### config.mk
export PLATFORM = sky130hd
export DESIGN_NAME = bswt_ctrl
export DESIGN_NICKNAME = d
export VERILOG_FILES = /design/src/bswt_pkg.sv /design/src/bswt_ctrl.sv
export SDC_FILE = /design/constraint.sdc
export NUM_CORES = 1
export LEC_CHECK = 0
export BUFFER_PORTS_ARGS = -buffer_cell sky130_fd_sc_hd__buf_2
export CELL_PAD_IN_SITES_DETAIL_PLACEMENT = 0
export CELL_PAD_IN_SITES_GLOBAL_PLACEMENT = 1
export CORE_MARGIN = 4
export CORE_UTILIZATION = 42
export DETAILED_ROUTE_END_ITERATION = 16
export GPL_TIMING_DRIVEN = 0
export HOLD_SLACK_MARGIN = 0.15
export PLACE_DENSITY_LB_ADDON = 0.1
export SYNTH_ARGS = -nofsm -noshare
export SYNTH_HDL_FRONTEND = slang
export SYNTH_SLANG_ARGS = --single-unit
### constraint.sdc
create_clock -name clk -period 7.05 [get_ports clk]
set_input_delay 1.0575 -clock clk [delete_from_list [all_inputs] [get_ports clk]]
set_output_delay 1.0575 -clock clk [all_outputs]
set_load 0.01 [all_outputs]
### src/bswt_pkg.sv
`timescale 1ns / 1ps
// ----------------------------------------------------------------------------
// bswt_pkg
// Shared constants and beat types for the binary search word table.
// ----------------------------------------------------------------------------
package bswt_pkg;

  // Default sizing of the table
  localparam int TABLE_DEPTH_DEF = 4096;
  localparam int WORD_BYTES_DEF  = 8;

  // Fixed field widths of the beats
  localparam int IDX_W   = 12;
  localparam int WORD_W  = 64;
  localparam int RANGE_W = 13;
  localparam int POS_W   = 12;

  // Action codes
  localparam logic ACT_WRITE  = 1'b0;
  localparam logic ACT_SEARCH = 1'b1;

  typedef struct packed {
    logic               action;
    logic [IDX_W-1:0]   entry_index;
    logic [WORD_W-1:0]  word;
    logic [RANGE_W-1:0] range_first;
    logic [RANGE_W-1:0] range_end;
  } in_beat_t;

  typedef struct packed {
    logic             found;
    logic [POS_W-1:0] position;
  } out_beat_t;

endpackage

### src/bswt_ctrl.sv
`timescale 1ns / 1ps
// ----------------------------------------------------------------------------
// bswt_ctrl
// Search sequencer: takes write and search beats, walks the probe sequence
// against the word store, with a read state and a compare state per probe.
// ----------------------------------------------------------------------------
module bswt_ctrl #(
  parameter int TABLE_DEPTH = bswt_pkg::TABLE_DEPTH_DEF,
  parameter int WORD_BYTES  = bswt_pkg::WORD_BYTES_DEF,
  parameter int AW          = $clog2(bswt_pkg::TABLE_DEPTH_DEF)
) (
  input  logic                  clk,
  input  logic                  rst,
  input  logic                  in_valid,
  output logic                  in_stall,
  input  bswt_pkg::in_beat_t    in_beat,
  output logic [AW-1:0]         mem_addr,
  output logic                  mem_we,
  output logic                  mem_re,
  output logic [8*WORD_BYTES-1:0] mem_wdata,
  input  logic [8*WORD_BYTES-1:0] mem_rdata,
  output logic                  res_valid,
  output bswt_pkg::out_beat_t   res,
  input  logic                  res_take
);

  localparam int KW    = 8 * WORD_BYTES;
  localparam int DEP_W = $clog2(TABLE_DEPTH + 1);
  localparam int SW    = (DEP_W > bswt_pkg::RANGE_W) ? DEP_W : bswt_pkg::RANGE_W;
  localparam logic [SW-1:0] DEPTH_S = SW'(TABLE_DEPTH);

  localparam logic [1:0] S_IDLE = 2'd0;
  localparam logic [1:0] S_READ = 2'd1;
  localparam logic [1:0] S_CMP  = 2'd2;
  localparam logic [1:0] S_DONE = 2'd3;

  logic [1:0]                  state;
  logic [SW-1:0]               lo;       // lowest index still in play
  logic [SW-1:0]               hi_x;     // one past the highest index in play
  logic [KW-1:0]               key;
  logic [AW-1:0]               mid;
  logic                        found;
  logic [bswt_pkg::POS_W-1:0]  position;

  logic                        in_fire;
  logic [SW-1:0]               end_ext;
  logic [SW-1:0]               end_clamp;
  logic [SW:0]                 mid_sum;
  logic [AW-1:0]               mid_next;
  logic                        range_open;
  logic [KW-1:0]               probe;

  assign in_stall = (state != S_IDLE);
  assign in_fire  = in_valid && (state == S_IDLE);

  // Clamp the end of the range to the table depth
  assign end_ext   = SW'(in_beat.range_end);
  assign end_clamp = (end_ext > DEPTH_S) ? DEPTH_S : end_ext;

  // Midpoint floor((lo + hi) / 2) with hi = hi_x - 1
  assign mid_sum    = {1'b0, lo} + {1'b0, hi_x} - {{SW{1'b0}}, 1'b1};
  assign mid_next   = mid_sum[AW:1];
  assign range_open = (lo < hi_x);
  assign probe      = mem_rdata[KW-1:0];

  // Store port: writes while idle, probe reads while searching
  always_comb begin
    mem_we    = 1'b0;
    mem_re    = 1'b0;
    mem_addr  = AW'(in_beat.entry_index);
    mem_wdata = in_beat.word[KW-1:0];
    if (in_fire && (in_beat.action == bswt_pkg::ACT_WRITE)) begin
      mem_we = (SW'(in_beat.entry_index) < DEPTH_S);
    end else if ((state == S_READ) && range_open) begin
      mem_re   = 1'b1;
      mem_addr = mid_next;
    end
  end

  // Sequencer
  always_ff @(posedge clk) begin
    if (rst) begin
      state <= S_IDLE;
    end else begin
      unique case (state)
        S_IDLE: begin
          if (in_fire && (in_beat.action == bswt_pkg::ACT_SEARCH)) begin
            state <= S_READ;
          end
        end
        S_READ: begin
          state <= range_open ? S_CMP : S_DONE;
        end
        S_CMP: begin
          state <= (key == probe) ? S_DONE : S_READ;
        end
        S_DONE: begin
          if (res_take) begin
            state <= S_IDLE;
          end
        end
        default: state <= S_IDLE;
      endcase
    end
  end

  // Search datapath
  always_ff @(posedge clk) begin
    unique case (state)
      S_IDLE: begin
        lo   <= SW'(in_beat.range_first);
        hi_x <= end_clamp;
        key  <= in_beat.word[KW-1:0];
      end
      S_READ: begin
        mid <= mid_next;
        if (!range_open) begin
          found    <= 1'b0;
          position <= '0;
        end
      end
      S_CMP: begin
        if (key == probe) begin
          found    <= 1'b1;
          position <= bswt_pkg::POS_W'(mid);
        end else if (key < probe) begin
          hi_x <= SW'(mid);
        end else begin
          lo <= SW'(mid) + SW'(1);
        end
      end
      S_DONE: begin
      end
      default: begin
      end
    endcase
  end

  assign res_valid    = (state == S_DONE);
  assign res.found    = found;
  assign res.position = position;

endmodule

; ---- Yosys cells after proc, flatten, opt, wreduce, memory -nomap -nowiden
; Cells that the tools add are included.
; W data, S select, Z words.
[word_totals]
register_bits = 117
output_inout_bits = 93
[classes]
addsub = 3
magnitude_cmp = 3
eq_ne = 11
mux = 23
bitwise = 1
n_reduce_logical = 12
[op_table]
columns = cell, n
row1 = $mux W13, 5
row2 = $eq A64 B64 Y1, 1
row3 = $lt A64 B64 Y1, 1
row4 = $pmux W13 S2, 2
row5 = $mux W12, 4
row6 = $pmux W12 S2, 1
row7 = $add A12 B1 Y13 const B, 1
row8 = $add A13 B13 Y13, 1
row9 = $gt A13 B13 Y1 const B, 1
row10 = $lt A13 B13 Y1, 1
row11 = $sub A13 B1 Y13 const B, 1
row12 = $ne A2 B2 Y1 const B, 5
row13 = $reduce_and A3 Y1, 3
row14 = $pmux W2 S4, 1
row15 = $mux W1, 6
row16 = $mux W2, 3
row17 = $reduce_bool A2 Y1, 3
row18 = $eq A2 B2 Y1 const B, 2
row19 = $logic_and A1 B1 Y1, 4
row20 = $ne A2 B1 Y1 const B, 2
row21 = $eq A2 B1 Y1 const B, 1
row22 = $logic_not A2 Y1, 1
row23 = $pmux W1 S2, 1
row24 = $reduce_and A2 Y1, 1
row25 = $not A1 Y1, 1

; ---- Logic depth before layout (Yosys ltp)
[logic_depth]
ltp_word = 5
ltp_mapped = 13

; ---- Least setup slack after synthesis
; OpenSTA, ideal clock, no wires.
[synth_timing]
path_type = input -> register
startpoint = input mem_rdata[61]
endpoint = register found (enable)
setup_ps = 403
t_arrival_ps = 3263
path_slack_ps = 3384
cell_stages = 8
n_path_buf = 0
path_cell_list = inv_1 > ha_1 > nand4_1 > nor4_2 > nand4_1 > nor2_1 > nand3_1 > a21boi_0
[synth_via]
elab_chain_cells = 3
[synth_lines]
columns = element, line
row1 = from (decl), bswt_ctrl.sv:21  ; input logic [8*WORD_BYTES-1:0] mem_rdata,
row2 = $eq A64 B64 Y1, bswt_ctrl.sv:123  ; if (key == probe) begin
row3 = $ne A2 B2 Y1 (no source line), --
row4 = $reduce_and A3 Y1 (no source line), --
row5 = to (signal assigned), bswt_ctrl.sv:118  ; found <= 1'b0;
row6 = to (signal assigned), bswt_ctrl.sv:124  ; found <= 1'b1;
row7 = to (decl), bswt_ctrl.sv:42  ; logic found;
; No other way between the ends.
; A chain may end at the register's enable or synchronous reset.

; ---- Final worst setup path
[layout_timing]
startpoint = register lo[1]
endpoint = output mem_addr[10]
[layout_via]
elab_chain_cells = 4
word_cells_on_any_way = 6
[layout_lines]
columns = element, line
row1 = from (decl), bswt_ctrl.sv:38  ; logic [SW-1:0] lo;
row2 = from (signal assigned), bswt_ctrl.sv:111  ; lo <= SW'(in_beat.range_first);
row3 = from (signal assigned), bswt_ctrl.sv:129  ; lo <= SW'(mid) + SW'(1);
row4 = $add A13 B13 Y13, bswt_ctrl.sv:61  ; assign mid_sum = {1'b0, lo} + {1'b0, hi_x} - {{SW{1'b0}}, 1'b1};
row5 = $sub A13 B1 Y13, bswt_ctrl.sv:61
row6 = via mid_sum[11], bswt_ctrl.sv:48  ; logic [SW:0] mid_sum;
row7 = $mux W12, bswt_ctrl.sv:74  ; end else if ((state == S_READ) && range_open) begin
row8 = $mux W12, bswt_ctrl.sv:72  ; if (in_fire && (in_beat.action == bswt_pkg::ACT_WRITE)) begin
row9 = to (decl), bswt_ctrl.sv:17  ; output logic [AW-1:0] mem_addr,
; The timed path passes the listed nets, and every way through them passes these cells.

==> impl_metrics.tcl <==
set metrics [dict create \
    portBuffers 263 \
    die_x_um 141 \
    cp_slowest_cell "fa_1" \
    ys_seq_area_share_pct 46.8 \
    ant_nets 0 \
    fin_tns_setup_ns 0 \
    rr_endpoint "lo[12]$_DFFE_PP_" \
    synth-compound-area-share_pct 9.81 \
    hold_viol 0 \
    crit_chain "inv_1, ha_1, inv_1, ha_1, inv_1, fa_1, nor2b_1, o21ai_2, a21boi_2, o221ai_1, a211o_1, mux2_1, buf_2" \
    crit_path_frequent_cell "inv_1" \
    clk_latency_ns 0.41 \
    ff2ff_path_depth 7 \
    dr_total_vias 5675 \
    synth_seq_cells 117 \
    min_path_cells 2 \
    timing.fmax_mhz 233 \
    grt_max_degree 40 \
    synth_top_family_by_area "adder cells" \
    hpwl_um 15300 \
    critPathTopFamily "adder cells" \
    synth_xor_area_share_pct 2.11 \
    dp.cells 1176 \
    clockBufferDepth 2 \
    relSlewSlack_pct 41.2 \
    synthToLayoutAreaGrowth_pct 30.0 \
    drc_errors 0 \
    cts_setup_buffers 0 \
    critPathLaunchType "flop" \
    r2r_slack_ns 3.89 \
    synth_top_area_share_pct 46.3 \
    fp.dieH_um 141 \
    dieArea_um2 20000 \
    wl_um 18300 \
    endpoint_kind "output pin" \
    nFillCells 1600 \
    post_drt_via_cell_ratio 4.69 \
    grt_pass1_vias 5693 \
    met1_usage_pct 22.9 \
    slowest_delay_ns 0.40 \
    min_from "state[0]$_SDFFE_PP0P_" \
    ys_types 57 \
    hold_end "state[1]$_SDFFE_PP0P_" \
    grt_usage_pct 18.5 \
    clk_pin_slew_ns 0.05 \
    worstMarginPinSlew_ns 0.879 \
    critPathArrivalTime_ns 3.24 \
    yosysTopAreaCell "edfxtp_1" \
    setup_viol 0 \
    ir_drop_mv 0.184 \
    cts-buffers-inserted 17 \
    gp_congestion 0.805 \
    syn-cell-area_um2 7460 \
    cts_resized 0 \
    synth_fp_nets 957 \
    crit_fanout 3 \
    async_flop_share_pct 0 \
    ios 264 \
    grtUsageMet3_pct 5.83 \
    p_leak_uw 0.00492 \
    root_buffer "clkbuf_16" \
    hold_buffers 0 \
    synthAdderAreaFrac_pct 16.9 \
    status "complete, no violations" \
    path_buf_inv 4 \
    period_share_pct 61.0 \
    nets 1241 \
    drt_iter0_markers 193 \
    ys.flop_type "edfxtp_1" \
    finalCriticalPeriod_ns 4.30 \
    max_cap_viol_count 0 \
    synth-warning-count 0 \
    stdcell_count 1209 \
    busiest_layer "met2" \
    required_ns 5.99 \
    tritoncts "yes" \
    drive_above_1_share_pct 38.1 \
    rows 48 \
    core_area_um2 17400 \
    start_util_pct 43.0 \
    synth_area_per_cell_um2 10.9 \
    wire_per_inst_um 15.1 \
    dr.pass1.iters 5 \
    cts-htree-levels 4 \
    grt-ovfl-total 0 \
    grt_pass1_wl_um 28400 \
    min_path_type "flop to flop" \
    yosys.area_share.simple_pct 9.67 \
    yosys-top-cells-area "edfxtp_1 46%, ha_1 17%, buf_4 6.5%" \
    cts.sinks 117 \
    timing.rr.start "key[61]$_DFFE_PP_" \
    synth_edf_count 115 \
    finalClockSkew_ns 0.00903 \
    path_class "flop to output pin" \
    synthMuxAreaShare_pct 1.81 \
    power_density_nw_per_um2 288 \
    slew_viol_final 0 \
    netlist_instances 686 \
    rsz0062_at_grt "false" \
    grt_antenna_before_repair 3 \
    met2_usage_pct 31.1 \
]
placed cells by master (no fill, tap or decap), types with 4 or more instances in the layout:
cell type    n
a211oi_1     4
a21o_1      21
a21oi_1     35
and2_1      16
buf_2      263
buf_4       65
bufinv_16    4
clkbuf_1     7
clkbuf_16   17
clkinv_1     4
clkinv_2     4
edfxtp_1   115
ha_1        99
inv_1      117
mux2_1      11
nand2_1     39
nand2b_1     7
nand3_1     15
nand4_1     14
nor2_1      16
nor3_1       9
nor4_1       4
o21ai_0     22
xnor2_1     13
xor2_1       5
final cells by class:
| cell class | count | area, um^2 | share of cell area, % |
|---|---|---|---|
| repair buffers | 265 | 1350 | 13.9 |
| inverters | 119 | 447 | 4.60 |
| flip-flops and latches | 117 | 3490 | 36.0 |
| diodes | 1 | 2.50 | 0.0258 |
| clock buffers | 19 | 433 | 4.46 |
| multi-input cells | 379 | 3020 | 31.1 |
| plain buffers | 71 | 518 | 5.34 |
| clock inverters | 13 | 163 | 1.68 |
| well taps | 225 | 282 | 2.90 |
report_power, final:
part | internal, uW | switching (uW)
registers | 946 | 58.0
clock network | 583 | 297
logic | 404 | 506
through the flow:
step	area, um^2	power [uW]	util (%)	worst slack [ns]	hold slack, ns
floorplan	7460	1650	-	3.38	0.487
global placement	9060	1930	52.2	2.44	0.536
detailed placement	9100	1940	52.4	2.62	0.537
CTS	9690	2830	55.9	2.69	0.547
global route	9700	2990	55.9	2.51	0.585
finish	9700	2790	55.9	2.75	0.540
cell families after synthesis:
logic type | after synthesis
fa+ha+maj | 100
simple gates | 138
buf+inv | 190
compound gates | 111
flops | 117
xor+xnor | 18
mux | 12
worst max-delay path by stage:
| stage | startpoint | to | slack (ns) | cells past startpoint |
|---|---|---|---|---|
| 3_3_place_gp | mem_rdata[61] | position[8]$_SDFFCE_PN0P_ | 2.44 | 9 |
| 4_1_cts | lo[1]$_DFFE_PP_ | mem_addr[10] | 2.69 | 13 |
| 5_1_grt | lo[1]$_DFFE_PP_ | mem_addr[10] | 2.51 | 14 |
| 2_1_floorplan | mem_rdata[61] | found$_DFFE_PP_ | 3.38 | 8 |
| 6_report | lo[1]$_DFFE_PP_ | mem_addr[10] | 2.75 | 13 |
| 3_5_place_dp | mem_rdata[17] | hi_x[10]$_DFFE_PP_ | 2.62 | 10 |
layer usage:
layer  share of wire (%)  up-vias
li1                    -     2902
met1                  43     2569
met2                  47      177
met3                 8.1       23
met4                 1.4        4
met5                0.15        -
sequential cells by signal (all words and copies together) (netlist names):
| name | count |
|---|---|
| key | 64 |
| state | 2 |
| mid | 12 |
| hi_x | 13 |
| found | 1 |
| lo | 13 |
| position | 12 |
cells in the mapped netlist (all sizes together) (3+ instances only):
cell	n
a31oi	3
clkbuf	5
nand4	14
a21boi	3
or2	4
nand2b	7
mux2	12
nand3	15
a21oi	37
a221oi	3
nor4	5
and2	16
edfxtp	115
xnor2	13
xor2	5
ha	99
inv	119
buf	66
nor3	10
o21ai	26
a21o	21
and4	3
a211oi	4
and3	3
nor2	16
nand2	39
worst reg2reg max path: stages (launching register included):
cell,delay [ns]
edfxtp_1,0.36
ha_1,0.31
nand4_1,0.18
nor4_2,0.61
nand4_1,0.20
o22ai_1,0.26
nor3_2,0.12
a31oi_2,0.74
Note: power is estimated with default switching activity, not from simulation.
